### src/hdl/c8_ram.sv
`timescale 1ns / 1ps

module c8_ram #(
    parameter int WIDTH = 8,
    parameter int DEPTH = 16
) (
    input  logic                     i_clk,
    input  logic                     i_we,
    input  logic [$clog2(DEPTH)-1:0] i_waddr,
    input  logic [WIDTH-1:0]         i_wdata,
    input  logic [$clog2(DEPTH)-1:0] i_raddr,
    output logic [WIDTH-1:0]         o_rdata
);

    logic [WIDTH-1:0] r_mem [0:DEPTH-1];
    logic [WIDTH-1:0] r_rdata;

    // one write port, registered read port
    always_ff @(posedge i_clk) begin
        if (i_we) begin
            r_mem[i_waddr] <= i_wdata;
        end
        r_rdata <= r_mem[i_raddr];
    end

    assign o_rdata = r_rdata;

endmodule

### config.mk
export PLATFORM = sky130hd
export DESIGN_NAME = c8_ram
export DESIGN_NICKNAME = d
export VERILOG_FILES = /design/src/hdl/c8_ram.sv
export SDC_FILE = /design/constraint.sdc
export NUM_CORES = 1
export LEC_CHECK = 0
export BUFFER_PORTS_ARGS = -buffer_cell sky130_fd_sc_hd__buf_2
export CAP_MARGIN = 25
export CORE_MARGIN = 2
export CORE_UTILIZATION = 40
export DETAILED_ROUTE_END_ITERATION = 7
export SYNTH_ARGS = -nofsm -noshare
export SYNTH_HDL_FRONTEND = slang
export SYNTH_SLANG_ARGS = --single-unit
### constraint.sdc
create_clock -name i_clk -period 4.51 [get_ports i_clk]
set_clock_uncertainty 0.15 [all_clocks]
set_input_delay 0.451 -clock i_clk [delete_from_list [all_inputs] [get_ports i_clk]]
set_output_delay 0.451 -clock i_clk [all_outputs]
set_load 0.1 [all_outputs]
==> qor.txt <==
Status -> complete, no violations
Final instance area -> 0.006021 mm2
Io pins -> 26
Hold Buf Count CTS -> 0
Vias -> 2355
Number of synthesized flops with an enable pin -> 128
Final ANT Viol Nets -> 0
Most common library cells after synthesis -> 128 x edfxtp_1, 18 x mux4_2, 16 x a22oi_1
Die area -> 0.01379 mm2
Vias in the first global route -> 2497
Startpoint Class -> input pin
Sequential Power Share -> 48.5%
Leak Pwr -> 0.002005 uW
Crit end category -> flop
Largest net degree at the start of global routing -> 33
Die Width -> 117.4 um
Drt pass-1 iters -> 4
RR Startpoint -> r_mem[2][5]
Internal cell power -> 2320 uW
Synthesized instance count -> 229
NumNets Final -> 286
Hold Path Depth -> 1
Comb pwr share -> 6.3%
R2R setup slack -> 3.01 ns
Inserted Diodes -> 0
Worst VDD drop -> 0.3221 mV
Synthesized area per cell -> 22.48 um2
DRC -> 0
Sw power -> 607.1 uW
Routability congestion estimate -> 0.6818
First-pass GRT wire length -> 14.57 mm
Max Freq -> 0.5203 GHz
Seq/Total Area, Yosys -> 77.78%
CTS tree -> built
Top post-synthesis cells by area -> edfxtp_1 75%, mux4_2 7.9%, mux4_1 7.1%
Final Hold Vio Count -> 0
Final setup viols -> 0
Top FF cell, synth -> edfxtp_1
Cell type with the highest aggregate area in the netlist -> edfxtp_1
Minimum clock period -> 1.922 ns
Starting Density -> 40.96%
WL/cell -> 20.67 um
Worst-path maximum fanout -> 17
DPL Wire Length -> 5.867 mm
Initial antenna violation count -> 0
Syn nets -> 247
Worst slew margin -> 35.86%
Clock latency on the worst-skew pair -> 0.41 ns
Ys async rst share -> 0%
Final Max Slew Viols -> 0
Number of vias per cell -> 5.210
Worst reg2reg path depth -> 3
Maximum clock path buffer count -> 2
Hold path start -> i_wdata[7]
#FFs+latches synth -> 136
Overall global routing resource usage -> 14.73%
Synth cell types -> 19
Net Sw Frac -> 20.74%
Yosys top cell area share -> 74.67%
PD cells -> 486.2 mW/mm2
Reg-to-reg endpoint -> o_rdata[5]
Layout cell share with drive strength beyond 1 -> 27.14%
Critical path class -> input pin to flop
Row count -> 41
Clk slew on worst S/H paths -> 0.06 ns
Top-count cell post-synth -> edfxtp_1
Sum Neg Setup Slack -> 0 ns
H-tree depth -> 4
Clk network pwr share -> 45.2%
TritonCTS buffer count -> 17
Num Clock Sinks -> 136
Number of port buffers -> 25
Synth warn -> 0
Min-Delay Path Class -> input pin to flop
Min-Delay Endpoint -> r_mem[1][7]
Syn-to-layout area delta -> 16.97%
Synthesized area -> 0.005147 mm2
Die Y -> 117.4 um
DR iter-0 viols -> 241
Area after DPL -> 0.005446 mm2
Worst Max-Slew Pin Slew -> 0.9586 ns
Root Buffer -> clkbuf_16
Global route overflow -> 0
RSZ-0062 raised after global routing -> false
Worst endpoint data arrival time -> 2.05 ns
Max-capacitance violation count -> 0
Crit path required time -> 4.64 ns
Core Region -> 0.01257 mm2
WL final -> 9.344 mm
Post-CTS setup buffers -> 0
Crit share post-route -> 42.61%
PostCTS Resize Cnt -> 0
flip-flops by register name, indices dropped and copies added (netlist names):
signal / cells
o_rdata: 8
r_mem: 128
cell families (layout without fill, tap and decap cells):
kind of cell,after synthesis,count (layout),synth area share (%)
compound gates,16,16,2.334
simple gates,35,35,3.184
mux,32,32,15.02
buf+inv,10,61,1.677
flops,136,136,77.78
through the flow:
step | cells | worst slack [ns] | utilization, % | power [uW] | hold WS [ns]
floorplan | 229 | 2.416 | - | 1579 | 0.3999
global placement | 418 | 1.837 | 43.14 | 1627 | 0.5038
detailed placement | 420 | 2.103 | 43.34 | 1633 | 0.5151
CTS | 451 | 2.535 | 47.84 | 2955 | 0.2701
global route | 452 | 2.422 | 47.90 | 3019 | 0.2814
finish | 452 | 2.588 | 47.90 | 2927 | 0.2799
layout by cell type, fill, tap and decap left out, types with 2 or more instances in the layout:
cell type,n
a22oi_1,16
nand3b_1,2
edfxtp_1,128
nor3_1,3
mux4_1,14
buf_4,3
buf_2,26
nand2b_1,2
nand2_1,9
mux4_2,18
clkinv_2,5
clkinv_1,3
clkbuf_1,2
dfxtp_1,8
nor2_1,13
clkbuf_16,17
bufinv_16,3
worst max-delay path by stage:
stage	from	endpoint	slack (ns)	cells after the start
floorplan	i_waddr[2]	r_mem[0][0]	2.42	2
global placement	i_waddr[2]	r_mem[0][4]	1.84	3
detailed placement	i_raddr[0]	o_rdata[4]	2.10	5
CTS	i_raddr[0]	o_rdata[4]	2.53	5
global route	i_raddr[0]	o_rdata[4]	2.42	5
finish	i_raddr[0]	o_rdata[4]	2.59	5
area by class of cell:
type	count	area [um2]
Clock inverter	12	133.9
Tap cell	172	215.2
Clock buffer	19	432.9
Sequential cell	136	4004
Timing Repair Buffer	30	172.7
Fill cell	1024	6548
Multi-Input combinational cell	83	1062
routing by layer:
layer  GRT usage, %  routed length [um]  vias to the layer above
met5              0                   0                        -
met4          6.476                 122                        0
met3          4.134                 239                        9
met2          23.57                4729                       47
met1          18.90                4253                     1245
li1               -                   -                     1054
worst max-delay path, cell delays in order:
cell and delay, ns:
buf_2 0.42, buf_12 0.26, mux4_1 0.58, a22oi_1 0.26, nand2_1 0.07
power groups by stage:
stage / combinational [uW] / clock [uW] / sequential, uW
final: 184 / 1320 / 1420
after detailed placement: 186 / 0 / 1450
after global routing: 197 / 1400 / 1420
after floorplan: 71.7 / 0 / 1510
after global placement: 182 / 0 / 1450
after CTS: 186 / 1350 / 1420
(Power assumes the default switching activity.)
