$ cat config.mk
export PLATFORM = sky130hd
export DESIGN_NAME = c8_alu
export DESIGN_NICKNAME = d
export VERILOG_FILES = /design/src/hdl/c8_pkg.sv /design/src/hdl/c8_alu.sv
export SDC_FILE = /design/constraint.sdc
export NUM_CORES = 1
export LEC_CHECK = 0
export BUFFER_PORTS_ARGS = -buffer_cell sky130_fd_sc_hd__buf_4
export CAP_MARGIN = 20
export CELL_PAD_IN_SITES_DETAIL_PLACEMENT = 0
export CELL_PAD_IN_SITES_GLOBAL_PLACEMENT = 1
export CORE_UTILIZATION = 44
export DETAILED_ROUTE_END_ITERATION = 12
export PLACE_DENSITY_LB_ADDON = 0.1
export SYNTH_ARGS = -nofsm -noshare
export SYNTH_HDL_FRONTEND = slang
export SYNTH_SLANG_ARGS = --single-unit
$ cat constraint.sdc
create_clock -name vclk -period 2.24
set_clock_uncertainty 0.05 [all_clocks]
set_input_delay 0.224 -clock vclk [all_inputs]
set_output_delay 0.224 -clock vclk [all_outputs]
set_load 0.005 [all_outputs]
$ cat src/hdl/c8_pkg.sv
`timescale 1ns / 1ps

package c8_pkg;

    // machine sizes
    localparam int ADDR_W     = 12;
    localparam int MEM_DEPTH  = 4096;
    localparam int ROWS       = 32;
    localparam int ROW_W      = 64;
    localparam int NUM_REGS   = 16;
    localparam int STACK_D    = 16;
    localparam int FONT_BYTES = 80;

    localparam logic [11:0] FONT_BASE   = 12'h050;
    localparam logic [11:0] START_RESET = 12'h200;
    localparam logic [15:0] LFSR_SEED   = 16'hACE1;

    // instruction codes
    localparam logic [15:0] INST_CLS = 16'h00E0;
    localparam logic [15:0] INST_RET = 16'h00EE;
    localparam logic [7:0]  NN_SKP   = 8'h9E;
    localparam logic [7:0]  NN_SKNP  = 8'hA1;
    localparam logic [7:0]  NN_GETDT = 8'h07;
    localparam logic [7:0]  NN_WAITK = 8'h0A;
    localparam logic [7:0]  NN_SETDT = 8'h15;
    localparam logic [7:0]  NN_SETST = 8'h18;
    localparam logic [7:0]  NN_ADDI  = 8'h1E;
    localparam logic [7:0]  NN_FONT  = 8'h29;
    localparam logic [7:0]  NN_BCD   = 8'h33;
    localparam logic [7:0]  NN_STORE = 8'h55;
    localparam logic [7:0]  NN_LOAD  = 8'h65;

    // hexadecimal font glyphs
    localparam logic [7:0] FONT [0:FONT_BYTES-1] = '{
        8'hF0, 8'h90, 8'h90, 8'h90, 8'hF0, 8'h20, 8'h60, 8'h20, 8'h20, 8'h70,
        8'hF0, 8'h10, 8'hF0, 8'h80, 8'hF0, 8'hF0, 8'h10, 8'hF0, 8'h10, 8'hF0,
        8'h90, 8'h90, 8'hF0, 8'h10, 8'h10, 8'hF0, 8'h80, 8'hF0, 8'h10, 8'hF0,
        8'hF0, 8'h80, 8'hF0, 8'h90, 8'hF0, 8'hF0, 8'h10, 8'h20, 8'h40, 8'h40,
        8'hF0, 8'h90, 8'hF0, 8'h90, 8'hF0, 8'hF0, 8'h90, 8'hF0, 8'h10, 8'hF0,
        8'hF0, 8'h90, 8'hF0, 8'h90, 8'h90, 8'hE0, 8'h90, 8'hE0, 8'h90, 8'hE0,
        8'hF0, 8'h80, 8'h80, 8'h80, 8'hF0, 8'hE0, 8'h90, 8'h90, 8'h90, 8'hE0,
        8'hF0, 8'h80, 8'hF0, 8'h80, 8'hF0, 8'hF0, 8'h80, 8'hF0, 8'h80, 8'h80
    };

    typedef enum logic [2:0] {
        EV_EXEC = 3'd0,
        EV_TICK = 3'd1,
        EV_KEY  = 3'd2,
        EV_LOAD = 3'd3,
        EV_ROW  = 3'd4
    } t_event;

    typedef enum logic [3:0] {
        ALU_MOV, ALU_OR, ALU_AND, ALU_XOR, ALU_ADD,
        ALU_SUB, ALU_SHR, ALU_SUBN, ALU_SHL, ALU_EQ
    } t_alu_op;

    typedef struct packed {
        t_alu_op    op;
        logic [7:0] a;
        logic [7:0] b;
    } t_alu_req;

    typedef struct packed {
        logic [7:0] y;
        logic       flag;
    } t_alu_rsp;

    typedef enum logic [4:0] {
        S_CLEAR, S_IDLE, S_F1, S_F2, S_RX, S_RY, S_EXEC, S_FLAG, S_CLS,
        S_RET, S_D1, S_D2, S_BCD, S_ST1, S_ST2, S_LD1, S_LD2, S_RESP
    } t_state;

endpackage

$ cat src/hdl/c8_alu.sv
`timescale 1ns / 1ps

module c8_alu (
    input  c8_pkg::t_alu_req i_req,
    output c8_pkg::t_alu_rsp o_rsp
);

    import c8_pkg::*;

    logic [8:0] sum;

    assign sum = {1'b0, i_req.a} + {1'b0, i_req.b};

    // byte operations with their flag
    always_comb begin
        o_rsp.y    = i_req.b;
        o_rsp.flag = 1'b0;
        case (i_req.op)
            ALU_MOV: o_rsp.y = i_req.b;
            ALU_OR:  o_rsp.y = i_req.a | i_req.b;
            ALU_AND: o_rsp.y = i_req.a & i_req.b;
            ALU_XOR: o_rsp.y = i_req.a ^ i_req.b;
            ALU_ADD: begin
                o_rsp.y    = sum[7:0];
                o_rsp.flag = sum[8];
            end
            ALU_SUB: begin
                o_rsp.y    = i_req.a - i_req.b;
                o_rsp.flag = (i_req.a >= i_req.b);
            end
            ALU_SUBN: begin
                o_rsp.y    = i_req.b - i_req.a;
                o_rsp.flag = (i_req.b >= i_req.a);
            end
            ALU_SHR: begin
                o_rsp.y    = {1'b0, i_req.a[7:1]};
                o_rsp.flag = i_req.a[0];
            end
            ALU_SHL: begin
                o_rsp.y    = {i_req.a[6:0], 1'b0};
                o_rsp.flag = i_req.a[7];
            end
            ALU_EQ: begin
                o_rsp.y    = i_req.a ^ i_req.b;
                o_rsp.flag = (i_req.a == i_req.b);
            end
            default: begin
                o_rsp.y    = i_req.b;
                o_rsp.flag = 1'b0;
            end
        endcase
    end

endmodule

==> results.md, run 1 <==
- Status: complete, but fails checks
- Yosys top cell by area: ha_1
- Yosys cell types: 52
- Fin. max-slew vios: 0
- Peak VDD IR: 0.000151 V
- Worst hold slack: 0.808 ns
- NumNets Final: 427
- DR vias/cell: 6.16
- Startpoint Class: primary input
- Max-Cap Viols: 0
- GR Util All Layers: 34.0%
- Register area: 0 um^2
- Top-count cell post-synth: ha_1
- Synth top area cells: ha_1, a21oi_1, inv_1
- Num rows: 23
- Post-synthesis average cell area: 6.90 um^2
- Fin crit period: 2.28 ns
- Lkg Pwr: 1.38 nW
- Worst Setup SP: i_req[2]
- Antenna violations before repair: 0
- Arrival time at the worst endpoint: 2.01 ns
- Die area: 4470 um^2
- Synthesis warning total: 0
- Crit-path max cell delay: 0.36 ns
- Area grow syn2layout: 63.1%
- Final period utilization: 102%
- Worst path cell trace: buf_8, inv_4, ha_4, buf_6, buf_6, o21bai_4, a21oi_4, a21oi_2, or3_1, a21oi_1, o211ai_1, buf_4
- Seq_cells: 0
- Detailed-route DRC error count: 0
- Routability cong.: 1.00
- Worst hold path type: primary input to output port
- Largest net degree at the start of global routing: 18
- Final-report setup violation count: 1
- Syn nets: 324
- Synthesized area: 1850 um^2
- Cell count after synthesis: 268
- WL final: 7600 um
- Synth top cells by count: ha_1, inv_1, a21oi_1
- Height of the die: 66.8 um
- Crit path required time: 1.97 ns
- DP HPWL: 5550 um
- Relative slew slack: 71.9%
- CP Capture Type: output port
- Sequential fraction of the synthesis area: 0%
- Final WS setup: -0.0435 ns
- Cell Pwr Density: 241 nW/um^2
- Io pins: 29
- Synth top area share: 22.3%
- Core area: 4030 um^2
- Hold buffers post-CTS: 0
- Vias: 2,579
- Highest clock rate: 438 MHz
- Clock buffers: 0
- Global route overflow: 0
- Crit Path Max Fanout: 6
- WS Path Type: primary input to output port
- ANT nets after route: 0
- Share of cells above drive strength 1: 44.7%
- Most used cell, CP: buf_6
- Slowest cell on crit path: or3_1
- Routed wire length per instance: 18.1 um
- Final Hold Fails: 0
- Die Wd: 66.8 um
- N_diodes: 0
- 1st-iter DRT viols: 312
- Unrepaired setup endpoints after global routing: true
- Pwr Total: 728 uW
- First-pass GRT wire length: 11,400 um
- Drt first pass iters: 5
- Slew at the pin closest to its max-slew limit: 0.417 ns
- FILL cells: 305
- Failing checks: setup timing
- Port Buffers: 29
- Initial Utilization: 45.9%
- Number of global-route vias before repair: 2,305
- Hold_sp: i_req[7]
power by group:
| part | internal [mW] | switching (mW) | total [mW] |
|---|---|---|---|
| registers | 0 | 0 | 0 |
| clock network | 0 | 0 | 0 |
| logic | 0.361 | 0.367 | 0.728 |
worst max-delay path: cells and delay by family:
kind,cells,cell delay [ns]
compound gates,5,0.63
fa+ha+maj,1,0.30
buf+inv,5,0.49
simple gates,1,0.36
layer usage:
layer / GRT usage [%] / share of wire, %
met2: 54.8 / 45
met4: 8.51 / 3.4
met1: 46.9 / 41
met3: 4.79 / 10
met5: 0 / 0
cells in the final DEF, fill, tap and decap left out, types with 4 or more instances in the layout:
cell type	Yosys	routed
o22ai_1	6	6
buf_6	8	7
inv_4	0	7
ha_4	0	10
nor3_1	12	9
o21ai_0	14	11
o211ai_1	5	5
nor2_1	22	22
a21oi_1	26	22
a31oi_1	6	6
mux2i_1	5	5
buf_4	0	101
a32oi_1	4	4
o221ai_1	7	6
nand2_1	19	19
ha_1	33	23
buf_8	0	6
inv_1	30	19
xnor2_1	4	4
per-stage QoR:
| stage | std cells | cell area (um^2) | setup TNS, ns | utilization [%] | setup slack (ns) |
|---|---|---|---|---|---|
| finish | 419 | 3020 | -0.0435 | 74.8 | -0.0435 |
| global route | 419 | 3020 | -0.346 | 74.8 | -0.0965 |
| CTS | 411 | 2830 | -0.0905 | 70.3 | -0.0470 |
| detailed placement | 403 | 2540 | -1.04 | 63.0 | -0.234 |
| global placement | 403 | 2540 | -1.24 | 63.0 | -0.263 |
| floorplan | 268 | 1850 | 0 | - | 0.166 |
timing repair:
action | CTS | global route
resized for setup | 64 | 31
pin swaps | 25 | 19
setup endpoints to repair | 6 | 5
buffers inserted | 10 | 8
cell families after synthesis:
kind of cell	synth area share (%)
mux	3.32
fa+ha+maj	25.6
xor+xnor	2.37
compound gates	35.0
buf+inv	12.7
simple gates	21.0
layout make-up:
cell class	instances	area (um^2)	share of cell area, %
Inverter	32	148	4.90
Multi-Input combinational cell	222	1870	62.1
Tap cell	50	62.6	2.07
Timing Repair Buffer	115	932	30.9
path summary, 6_finish.rpt:
path	endpoint	slack, ns	depth (start not counted)
max	o_rsp[0]	-0.04	12
min	o_rsp[8]	0.81	4
No activity file was read; power rests on OpenSTA's default activity.
==> inputs of run 2 (changes only) <==
--- a/config.mk
+++ b/config.mk
@@ -5,6 +5,7 @@
 export SDC_FILE = /design/constraint.sdc
 export NUM_CORES = 1
 export LEC_CHECK = 0
+export ABC_AREA = 1
 export BUFFER_PORTS_ARGS = -buffer_cell sky130_fd_sc_hd__buf_4
 export CAP_MARGIN = 20
 export CELL_PAD_IN_SITES_DETAIL_PLACEMENT = 0
==> constraint.sdc (replaced) <==
create_clock -name vclk -period 2.9
set_clock_uncertainty 0.05 [all_clocks]
set_input_delay 0.29 -clock vclk [all_inputs]
set_output_delay 0.29 -clock vclk [all_outputs]
set_load 0.005 [all_outputs]
==> run 2 against run 1 <==
  * The flow now finishes without violations
  * Core utilization down 23 points
  * Final cell count decreased by 2.9%
  * Cell area fell by 31%
  * Worst setup slack improved by 0.52 ns
  * Clock-buffer cell count is the same
  * Hold slack better by 0.020 ns
  * First-iteration DRC count decreased by 51%
  * Sequential share of layout area stayed put
  * Synthesized cell count up 25%
  * Non-clock buffer count shrank 86
  * Global-route usage down 7.7 points
==> results.md, run 2 <==
- Status: completed
- Most common cell after layout, fill and taps aside: nand2_1
- Final-report setup violation count: 0 (-1)
- FILL cells: 456 (+50%)
- Global route overflow: 0 (unchanged)
- Detailed-route DRC error count: 0 (unchanged)
- Crit path required time: 2.56 ns (+0.59 ns)
- Non-filler cells, final: 407 (-2.9%)
- Share of cells above drive strength 1: 13.7% (-31 points)
- Met1 GRT Util: 38.8% (-8.1 points)
- Post-Synth Simple-Gate Area: 45.9% (+25 points)
- Startpoint Class: primary input
- Port Buffers: 29 (unchanged)
- Largest net degree at the start of global routing: 12 (-6)
- Switching share of power: 61.5% (+11 points)
- Num rows: 23 (unchanged)
- Pre-CTS WS: 0.523 ns (+0.757 ns)
- Total negative slack: 0 ns (+0.0435 ns)
- Die Wd: 67.2 um (+0.59%)
- Antenna violations before repair: 0 (unchanged)
- Psw: 217 uW (-41%)
- Register area: 0 um^2 (unchanged)
- WHS Endpoint: o_rsp[5]
- Io pins: 29 (unchanged)
- WL final: 5550 um (-27%)
- Total setup buffers inserted after CTS: 0 (-10)
- DP Cell Count: 407 (+0.99%)
- Area grow syn2layout: 11.9%
- Largest family of logic cells by synthesized area: simple AND/OR/NAND/NOR gates
- Seq_cells: 0 (unchanged)
- DR vias/cell: 5.37 (-13%)
- Crit Path Max Fanout: 4 (-2)
- Crit-path max cell delay: 0.47 ns (+0.11 ns)
- GR Util All Layers: 26.4% (-7.7 points)
- Routed wire length per instance: 13.6 um (-25%)
- Sequential group share of total power: 0% (unchanged)
- Post-synthesis average cell area: 5.60 um^2 (-19%)
- Hold_sp: i_req[4]
- Slowest cell on crit path: fa_1
- Comb pwr share: 100.0% (about the same)
- Top-count cell post-synth: nand2_1
- WS Path Type: primary input to output port
- Internal power: 136 uW (-62%)
- DP Area: 2090 um^2 (-18%)
- Worst path cell trace: buf_4, inv_1, ha_1, fa_1, o21ai_0, nand2_1, nand3_1, nand3_1, nor2_1, nand2_1, buf_4
- Synth top cells by count: nand2_1, inv_1, nand3_1
- Synth top area share: 22.1% (-0.27 points)
- Number of global-route vias before repair: 1,963 (-15%)
- Drt first pass iters: 5 (unchanged)
- Synth Area in Adders: 25.3% (-0.31 points)
- Core area: 4030 um^2 (unchanged)
- Yosys top cell by area: ha_1
- GRT Max-Usage Layer: met2
- Buf/Inv on CP: 3 (-2)
- Sequential fraction of the synthesis area: 0% (unchanged)
- Height of the die: 67.2 um (+0.59%)
- Synth Area in XOR/XNOR: 0.468% (-1.9 points)
- CTS resizes: 0 (-100%)
- Unrepaired setup endpoints after global routing: false
- Area of the multi-input gates: 1590 um^2 (-15%)
- Clock share of power: 0% (unchanged)
- Highest clock rate: 413 MHz
- Synthesized area: 1870 um^2 (+1.2%)
- Vias: 2,187 (-15%)
- Worst hold path type: primary input to output port
- 1st-iter DRT viols: 152 (-51%)
- Relative slew slack: 66.0% (-6.0 points)
- Post-Layout Inst Area: 2090 um^2 (-31%)
- Final WS setup: 0.477 ns (+0.520 ns)
- Max-Cap Viols: 0 (unchanged)
- N_diodes: 0 (unchanged)
- Final Hold Fails: 0 (unchanged)
- Fin. max-slew vios: 0 (unchanged)
- NumNets Final: 415 (-2.8%)
- Syn nets: 390 (+20%)
- Cell Pwr Density: 169 nW/um^2 (-30%)
- Clock buffers: 0 (unchanged)
- Yosys cell types: 29 (-44%)
- Synth top area cells: ha_1, nand2_1, nand3_1
- Compound-Gate Fraction of Synth Area: 13.2% (-22 points)
- Die area: 4520 um^2 (+1.2%)
- Met2 usage: 43.0% (-12 points)
- Cell count after synthesis: 334 (+25%)
- Mux cell area share after synthesis: 0% (-3.3 points)
- DP HPWL: 4570 um (-18%)
- Slew at the pin closest to its max-slew limit: 0.509 ns (+0.0917 ns)
- Hold buffers post-CTS: 0 (unchanged)
- Final period utilization: 83.6%
- Synthesis warning total: 0 (unchanged)
- ANT nets after route: 0 (unchanged)
- Peak VDD IR: 0.0000838 V (-44%)
- Fin crit period: 2.42 ns
- Lkg Pwr: 1.18 nW (-14%)
- WHS Path Cells: 4 (unchanged)
- Routability cong.: 0.913 (-8.7%)
- Crit path max-delay family: adder cells
- Global Route met3 Usage: 0.507% (-4.3 points)
- Initial Utilization: 46.5% (+0.56 points)
- Most frequent cells in the layout: nand2_1, inv_1, nand3_1, ha_1, buf_4
- CP Capture Type: output port
- Worst hold slack: 0.828 ns (+0.0202 ns)
- Arrival time at the worst endpoint: 2.08 ns (+0.07 ns)
- First-pass GRT wire length: 9160 um (-20%)
[run 2: changes by cell type in the layout (fill, tap and decap cells not counted), sizes merged, moves of 10 or more]
cell | previous run | this run
buf | 115 | 29
nor2 | 22 | 34
inv | 30 | 60
nand2 | 19 | 95
nand3 | 3 | 42
nor3 | 13 | 3
[run 2: worst max path at each step]
stage                    from  slack (ns)       end  cells past startpoint
floorplan            i_req[0]        1.04  o_rsp[5]                      9
global placement     i_req[0]        0.49  o_rsp[5]                     11
detailed placement   i_req[0]        0.52  o_rsp[5]                     11
CTS                  i_req[0]        0.51  o_rsp[5]                     11
global route        i_req[14]        0.30  o_rsp[8]                     13
finish               i_req[0]        0.48  o_rsp[5]                     11
[run 2: power by group through the flow]
stage | clock network, mW | logic [mW] | registers (mW)
after floorplan | 0 | 0.241 | 0
after global placement | 0 | 0.350 | 0
after detailed placement | 0 | 0.348 | 0
after CTS | 0 | 0.350 | 0
after global routing | 0 | 0.400 | 0
final | 0 | 0.353 | 0
[run 2: cells by family after synthesis]
| logic type | after synthesis |
|---|---|
| and+or+nand+nor | 188 |
| buffers and inverters | 66 |
| AOI/OAI and AO/OA | 43 |
| adders and majority gates | 36 |
| xor gates and xnor gates | 1 |
[run 2: final cells by class]
type                            instances  area share (%)
Timing Repair Buffer                   29            10.4
Multi-Input combinational cell        268            75.9
Inverter                               60            10.8
Tap cell                               50            2.99
[run 2: metal layers]
metal / vias up / part of all wire, %
met1: 986 / 47
met4: 0 / 1.5
met5: - / 0
met3: 6 / 6.9
met2: 77 / 44
li1: 1118 / -
[run 2: stage by stage]
step	utilization [%]	power, mW
floorplan	-	0.241
global placement	52.0	0.350
detailed placement	52.0	0.348
CTS	52.0	0.350
global route	52.0	0.400
finish	52.0	0.353
